$ cat config.mk
export PLATFORM = sky130hd
export DESIGN_NAME = dsbm_score
export DESIGN_NICKNAME = d
export VERILOG_FILES = /design/src/dsbm_pkg.sv /design/src/dsbm_score.sv
export SDC_FILE = /design/constraint.sdc
export NUM_CORES = 1
export LEC_CHECK = 0
export BUFFER_PORTS_ARGS = -buffer_cell sky130_fd_sc_hd__buf_2
export CAP_MARGIN = 0
export CORE_AREA = 3 3 89 91
export DETAILED_ROUTE_END_ITERATION = 6
export DIE_AREA = 0 0 92 94
export PLACE_DENSITY = 0.8
export SLEW_MARGIN = 30
export SYNTH_ARGS = -nofsm -noshare
export SYNTH_HDL_FRONTEND = slang
export SYNTH_SLANG_ARGS = --single-unit
$ cat constraint.sdc
create_clock -name vclk -period 6.4
set_input_delay 0 -clock vclk [all_inputs]
set_output_delay 0 -clock vclk [all_outputs]
set_load 0.01 [all_outputs]
$ cat src/dsbm_pkg.sv
// shared types and constants for the die signature best-match core
// no dependencies; imported by the table, the scoring unit and the top level
`default_nettype none

package dsbm_pkg;

   localparam int TABLE_DEPTH = 256;
   localparam int ADDR_W      = $clog2(TABLE_DEPTH);
   localparam int CNT_W       = $clog2(TABLE_DEPTH + 1);
   localparam int CFG_W       = 9;
   localparam int SLOT_W      = 8;
   localparam int CODE_W      = 16;
   localparam int BYTE_W      = 8;
   localparam int PRES_W      = 6;
   localparam int LEVEL_W     = 2;
   localparam int SCORE_W     = 4;

   localparam int REQ_DATA_W  = 144;
   localparam int RSP_DATA_W  = 16;

   // presence flag positions
   localparam int PRES_SUB  = 0;
   localparam int PRES_SELF = 1;
   localparam int PRES_REV  = 2;
   localparam int PRES_CFG  = 3;
   localparam int PRES_FAB  = 4;
   localparam int PRES_FUSE = 5;

   localparam logic OP_WRITE = 1'b0;
   localparam logic OP_QUERY = 1'b1;

   localparam logic [LEVEL_W-1:0] LEVEL_BEST = 2'd3;
   localparam logic [LEVEL_W-1:0] LEVEL_HIGH = 2'd2;
   localparam logic [LEVEL_W-1:0] LEVEL_LOW  = 2'd1;
   localparam logic [LEVEL_W-1:0] LEVEL_NONE = 2'd0;

   typedef struct packed {
      logic [PRES_W-1:0] present;
      logic [CODE_W-1:0] fuse_mask;
      logic [CODE_W-1:0] cfg_mask;
      logic [CODE_W-1:0] fuse_code;
      logic [CODE_W-1:0] cfg_code;
      logic [BYTE_W-1:0] fab_code;
      logic [BYTE_W-1:0] rev_code;
      logic [CODE_W-1:0] self_code;
      logic [CODE_W-1:0] sub_code;
      logic [CODE_W-1:0] ver_code;
   } entry_type;

   typedef struct packed {
      logic [CODE_W-1:0] fuse_code;
      logic [CODE_W-1:0] cfg_code;
      logic [BYTE_W-1:0] fab_code;
      logic [BYTE_W-1:0] rev_code;
      logic [CODE_W-1:0] self_code;
      logic [CODE_W-1:0] sub_code;
      logic [CODE_W-1:0] ver_code;
   } query_type;

   typedef struct packed {
      logic               hit;
      logic [LEVEL_W-1:0] level;
   } score_type;

endpackage

`default_nettype wire

$ cat src/dsbm_score.sv
// scoring unit shared by every entry of a scan: version hit and level 0..3
// depends on dsbm_pkg for the entry, query and score types
`default_nettype none

module dsbm_score
   import dsbm_pkg::*;
(
   input  wire entry_type entry,
   input  wire query_type query,
   output score_type      score
);

   logic [SCORE_W-1:0] weight;
   logic [SCORE_W-1:0] ok;
   logic [SCORE_W+1:0] ok3;
   logic [SCORE_W+1:0] w2;
   logic [SCORE_W+1:0] w3;

   always_comb begin
      weight = '0;
      ok     = '0;
      if (entry.present[PRES_SUB]) begin
         weight = weight + SCORE_W'(2);
         if (entry.sub_code == query.sub_code) ok = ok + SCORE_W'(2);
      end
      if (entry.present[PRES_SELF]) begin
         weight = weight + SCORE_W'(1);
         if (entry.self_code == query.self_code) ok = ok + SCORE_W'(1);
      end
      if (entry.present[PRES_REV]) begin
         weight = weight + SCORE_W'(1);
         if (entry.rev_code == query.rev_code) ok = ok + SCORE_W'(1);
      end
      if (entry.present[PRES_CFG]) begin
         weight = weight + SCORE_W'(2);
         if (((entry.cfg_code ^ query.cfg_code) & entry.cfg_mask) == '0) begin
            ok = ok + SCORE_W'(2);
         end
      end
      if (entry.present[PRES_FAB]) begin
         weight = weight + SCORE_W'(1);
         if (entry.fab_code == query.fab_code) ok = ok + SCORE_W'(1);
      end
      if (entry.present[PRES_FUSE]) begin
         weight = weight + SCORE_W'(1);
         if (((entry.fuse_code ^ query.fuse_code) & entry.fuse_mask) == '0) begin
            ok = ok + SCORE_W'(1);
         end
      end
   end

   // floor(3*ok/weight) by threshold compares; no optional field gives the top level
   always_comb begin
      ok3 = (SCORE_W+2)'(ok) * (SCORE_W+2)'(3);
      w2  = (SCORE_W+2)'(weight) * (SCORE_W+2)'(2);
      w3  = (SCORE_W+2)'(weight) * (SCORE_W+2)'(3);
      score.hit = (entry.ver_code == query.ver_code);
      if (ok3 >= w3) begin
         score.level = LEVEL_BEST;
      end else if (ok3 >= w2) begin
         score.level = LEVEL_HIGH;
      end else if (ok3 >= (SCORE_W+2)'(weight)) begin
         score.level = LEVEL_LOW;
      end else begin
         score.level = LEVEL_NONE;
      end
   end

endmodule

`default_nettype wire

==> metrics, run 1 <==
fmax=around 190 MHz; Die H=between 90 and 100 um; largest net degree at the start of global routing=8; Net count, final=just under 800; slew margin rel.=a little over a third; Syn Nets=534; Peak VDD IR=32.89 uV; Worst Hold Class=in -> out; Slew Viols, Final=0; post_cts resized=0; Die Area=8648 um^2; RSZ-0062 raised after global routing=no; post-route ant nets=0; Seq/Total Area, Yosys=0%; PwrDens=approximately 80 nW/um^2; postcts setup bufs=0; grt total ovfl=0; DRC marker count from the first detailed-route iteration=27; detailed-route via count=roughly 2800; fraction of layout instances using a drive strength above 1=about half; register area=0 um^2; CLK BUF=0; num ports=around 230; commonest non-fill, non-tap cell in the layout=buf_2; Initial Util=31.36%; Final Hold Viols=0; number of global-route vias before repair=3029; final core occ=49.24%; DRT Wirelength=7.579 mm; setup TNS=0 ns; Port Buffers=roughly 230; # setup viols final=0; crit path max fanout=5; DRC violations left=0; Setup Crit Path Kind=in -> out; cells after synthesis=273; Static Leak=~2.0 nW; mean routed wirelength per cell=about 13 um; P&R area growth vs syn=57.02%; GRT Util Overall=16.29%; filler cell count=716; CP max-delay cell=fa_1; global-route wire length before repair=~12 mm; Critical Path RT=around 6.4 ns; RD Place Congestion=just over 0.9; HPWL after detailed placement=a little over 7 mm; Critical Path Start Type=primary input; max-cap viol count=0; router iterations before antenna repair=6; crit share post-route=just over 80%; die span in x=between 90 and 100 um; ANT cells=0; number of cell rows=31; Netlist cell types=50; seq_cells=0; Data arrival, critical path=between 5 and 6 ns; syn_area_per_cell=around 8.3 um^2; initial antenna violation count=0; commonest cells after routing, fill and taps aside=233 x buf_2, 79 x xor2_1, 32 x xnor2_1; core area=between 7000 and 8000 um^2; Least-Margin Pin Slew=0.9330 ns; # hold bufs at CTS=0; min Tclk post-route=5.301 ns; Post-Syn Area=approximately 2300 um^2; Worst Path Buf+Inv=3; Setup crit end kind=primary output; CP dominant cell by count=ha_1; Vias/cell=4.668; Synth Warn #=0; cell family with the largest share of critical-path delay=adder cells; status=finished, final reports clean; Critical Path Max Stage Delay=approximately 0.40 ns
-- cells by family (layout without fill, tap and decap cells) --
| kind of cell | Yosys count | in the layout | share of synthesized area [%] |
|---|---|---|---|
| buf+inv | 18 | 251 | 2.987 |
| fa+ha+maj | 32 | 32 | 18.31 |
| mux | 6 | 6 | 2.821 |
| compound gates | 43 | 43 | 14.88 |
| simple gates | 62 | 62 | 16.98 |
| xor+xnor | 112 | 112 | 44.03 |
-- metrics by stage --
stage / instances / hold slack (ns) / worst slack (ns) / power, mW / area (um^2)
CTS: 605 / 0.3852 / 1.058 / 0.2882 / 3552
global route: 605 / 0.4203 / 0.7094 / 0.3217 / 3552
finish: 605 / 0.3764 / 1.099 / 0.2828 / 3552
global placement: 605 / 0.3840 / 1.328 / 0.2751 / 3552
floorplan: 273 / 0.1561 / 1.805 / 0.1636 / 2262
detailed placement: 605 / 0.3852 / 1.066 / 0.2862 / 3552
-- per-layer routing --
layer  global-route usage (%)  up-vias  part of all wire, %
li1                         -     1443                    -
met1                    16.58     1235                   36
met2                    35.77      140                   54
met3                    1.923        6                  9.1
met4                    1.238        0                 0.92
met5                        0        -                    0
-- layout make-up --
type | count | area, um^2 | share of cell area, %
Multi-Input combinational cell | 255 | 2195 | 61.78
Tap cell | 99 | 123.9 | 3.487
Inverter | 18 | 67.56 | 1.902
Timing Repair Buffer | 233 | 1166 | 32.83
-- where the power goes --
group / internal (mW) / total (mW) / leakage [nW] / switching [mW]
Clock: 0 / 0 / 0 / 0
Combinational: 0.151 / 0.283 / 2.02 / 0.131
Sequential: 0 / 0 / 0 / 0
-- path summary, 6_finish.rpt --
kind	start	endpoint	cells past startpoint
worst min-delay path	entry[9]	score[2]	5
worst max-delay path	query[25]	score[0]	25
-- tightest hold or removal path, stage by stage --
cell and delay (ns):
buf_2 0.08, xnor2_1 0.05, nand4_1 0.06, nor4_1 0.05
buf_2 0.13
-- synth_stat cells (2+ instances only) --
library cell  number  share of area [%]
o21ai_1            2               0.44
or3_1              2               0.55
nand2_1           12                2.0
xor2_1            79                 31
a21o_1             4                1.3
inv_1             18                3.0
xnor2_1           32                 12
mux2_2             3                1.5
a22oi_1           12                4.0
nor2_1             6                1.0
and2_1             2               0.55
mux2i_1            3                1.3
nand2b_1           2               0.55
fa_1               2                1.8
nor3_1             3               0.66
nor4_1             9                2.5
o21ai_0            3               0.66
a21oi_1            8                1.8
nand4_1           12                3.3
ha_1              29                 16
No activity file was read; power rests on OpenSTA's default activity.
==> run 2: changes to the inputs <==
Clock period 6.4 ns to 5.1 ns, I/O delays scaled along.
==> metrics, run 2 (synthesis results as in run 1) <==
Slew Viols, Final=0; hold endpoint=score[2]; Hold Crit Start=entry[9]; number of global-route vias before repair=approximately 3000; CLK BUF=0; Pint=~0.19 mW; Least-Margin Pin Slew=~0.48 ns; filler cell count=between 600 and 700; Setup Crit Path Kind=in -> out; num ports=233; status=finished, final reports clean; Final Hold Viols=0; Initial Util=a little under a third; number of cell rows=31; register area=0 um^2; Net count, final=between 700 and 800; pre-CTS setup slack=-0.04858 ns; crit share post-route=between 90% and 100%; mean routed wirelength per cell=roughly 13 um; # setup viols final=0; switching power=approximately 0.17 mW; DRC violations left=0; Die Area=between 8000 and 9000 um^2; GRT Util Overall=about 16%; Peak VDD IR=43.62 uV; multi-input logic area=2230 um^2; Final WS setup=between 0.2 and 0.25 ns; Data arrival, critical path=~5 ns; post-route ant nets=0; hold path depth=5; sequential power share=0%; Clock power frac=0%; grt total ovfl=0; Critical Path Start Type=primary input; max-cap viol count=0; Static Leak=2.060 nW; largest net degree at the start of global routing=8; DRT Wirelength=roughly 7.8 mm; Port Buffers=roughly 230; Critical Path RT=5.10 ns; global-route wire length before repair=~12 mm; seq_cells=0; detailed-route via count=2861; fmax=204.3 MHz; DRC marker count from the first detailed-route iteration=39; ANT cells=0; Die H=~94 um; commonest cells after routing, fill and taps aside=233 x buf_2, 78 x xor2_1, 32 x xnor2_1; Pwr Total=0.3588 mW; die span in x=around 92 um; RSZ-0062 raised after global routing=no; commonest non-fill, non-tap cell in the layout=buf_2; core area=about 7200 um^2; Comb pwr share=100.0%; Vias/cell=4.667; min Tclk post-route=around 4.9 ns; P&R area growth vs syn=61.23%; slew margin rel.=approximately two thirds; router iterations before antenna repair=4; PwrDens=slightly below 100 nW/um^2; fraction of layout instances using a drive strength above 1=51.75%; crit path max fanout=5; Setup crit end kind=primary output; Net Sw Frac=46.79%; # hold bufs at CTS=0; HPWL after detailed placement=7.336 mm; RD Place Congestion=0.8950; Worst Hold Class=in -> out; initial antenna violation count=0; setup TNS=0 ns
-- run 2: worst max path at each step --
stage	from	to	cells after the start	slack, ns
5_1_grt	query[26]	score[0]	25	0.003
2_1_floorplan	query[25]	score[0]	23	0.50
4_1_cts	query[23]	score[0]	25	0.02
6_report	query[26]	score[0]	25	0.21
3_3_place_gp	query[23]	score[0]	25	0.15
3_5_place_dp	query[23]	score[0]	25	-0.05
-- run 2: critical path: stages --
cell,delay [ns]
buf_2,0.10
xor2_1,0.15
nor4_1,0.27
nand4_1,0.19
nor3_2,0.19
ha_1,0.25
nand4_1,0.11
o41ai_4,0.12
xnor2_1,0.22
inv_1,0.07
ha_1,0.29
nand2_1,0.08
o21ai_1,0.10
ha_1,0.30
mux2_4,0.30
ha_2,0.21
fa_2,0.39
xor2_2,0.20
ha_1,0.33
a211oi_2,0.21
o31ai_1,0.09
a311o_1,0.28
a31o_1,0.20
o211ai_2,0.07
buf_2,0.15
-- run 2: layout make-up --
| cell class | instances | area share [%] |
|---|---|---|
| repair buffers | 241 | 33.62 |
| multi-input cells | 255 | 61.13 |
| well taps | 99 | 3.396 |
| inverters | 18 | 1.852 |
-- run 2: timing repair --
action / in CTS / in global routing
buffers inserted: 0 / 4
endpoints found under the setup margin: 1 / 2
gates cloned: 0 / 0
pin swaps: 1 / 11
resized for setup: 1 / 8
-- run 2: power groups by stage --
stage | sequential [mW] | combinational (mW) | clock, mW
final | 0 | 0.359 | 0
after global routing | 0 | 0.409 | 0
after floorplan | 0 | 0.205 | 0
after CTS | 0 | 0.361 | 0
after detailed placement | 0 | 0.359 | 0
after global placement | 0 | 0.345 | 0
-- run 2: routing by layer --
layer / part of all wire (%) / GRT usage (%) / routed length (um)
met5: 0 / 0 / 0
met1: 35 / 16.19 / 2708
met2: 54 / 35.77 / 4248
met3: 9.9 / 2.724 / 776
met4: 1.0 / 1.609 / 82
-- run 2: metrics by stage --
step | instance area [um^2] | hold slack [ns] | instances | utilization [%]
after floorplan | 2262 | 0.1561 | 273 | -
after global placement | 3582 | 0.3836 | 609 | 49.65
after detailed placement | 3582 | 0.3890 | 609 | 49.65
after CTS | 3590 | 0.3891 | 609 | 49.76
after global routing | 3647 | 0.4052 | 613 | 50.56
final | 3647 | 0.3785 | 613 | 50.56
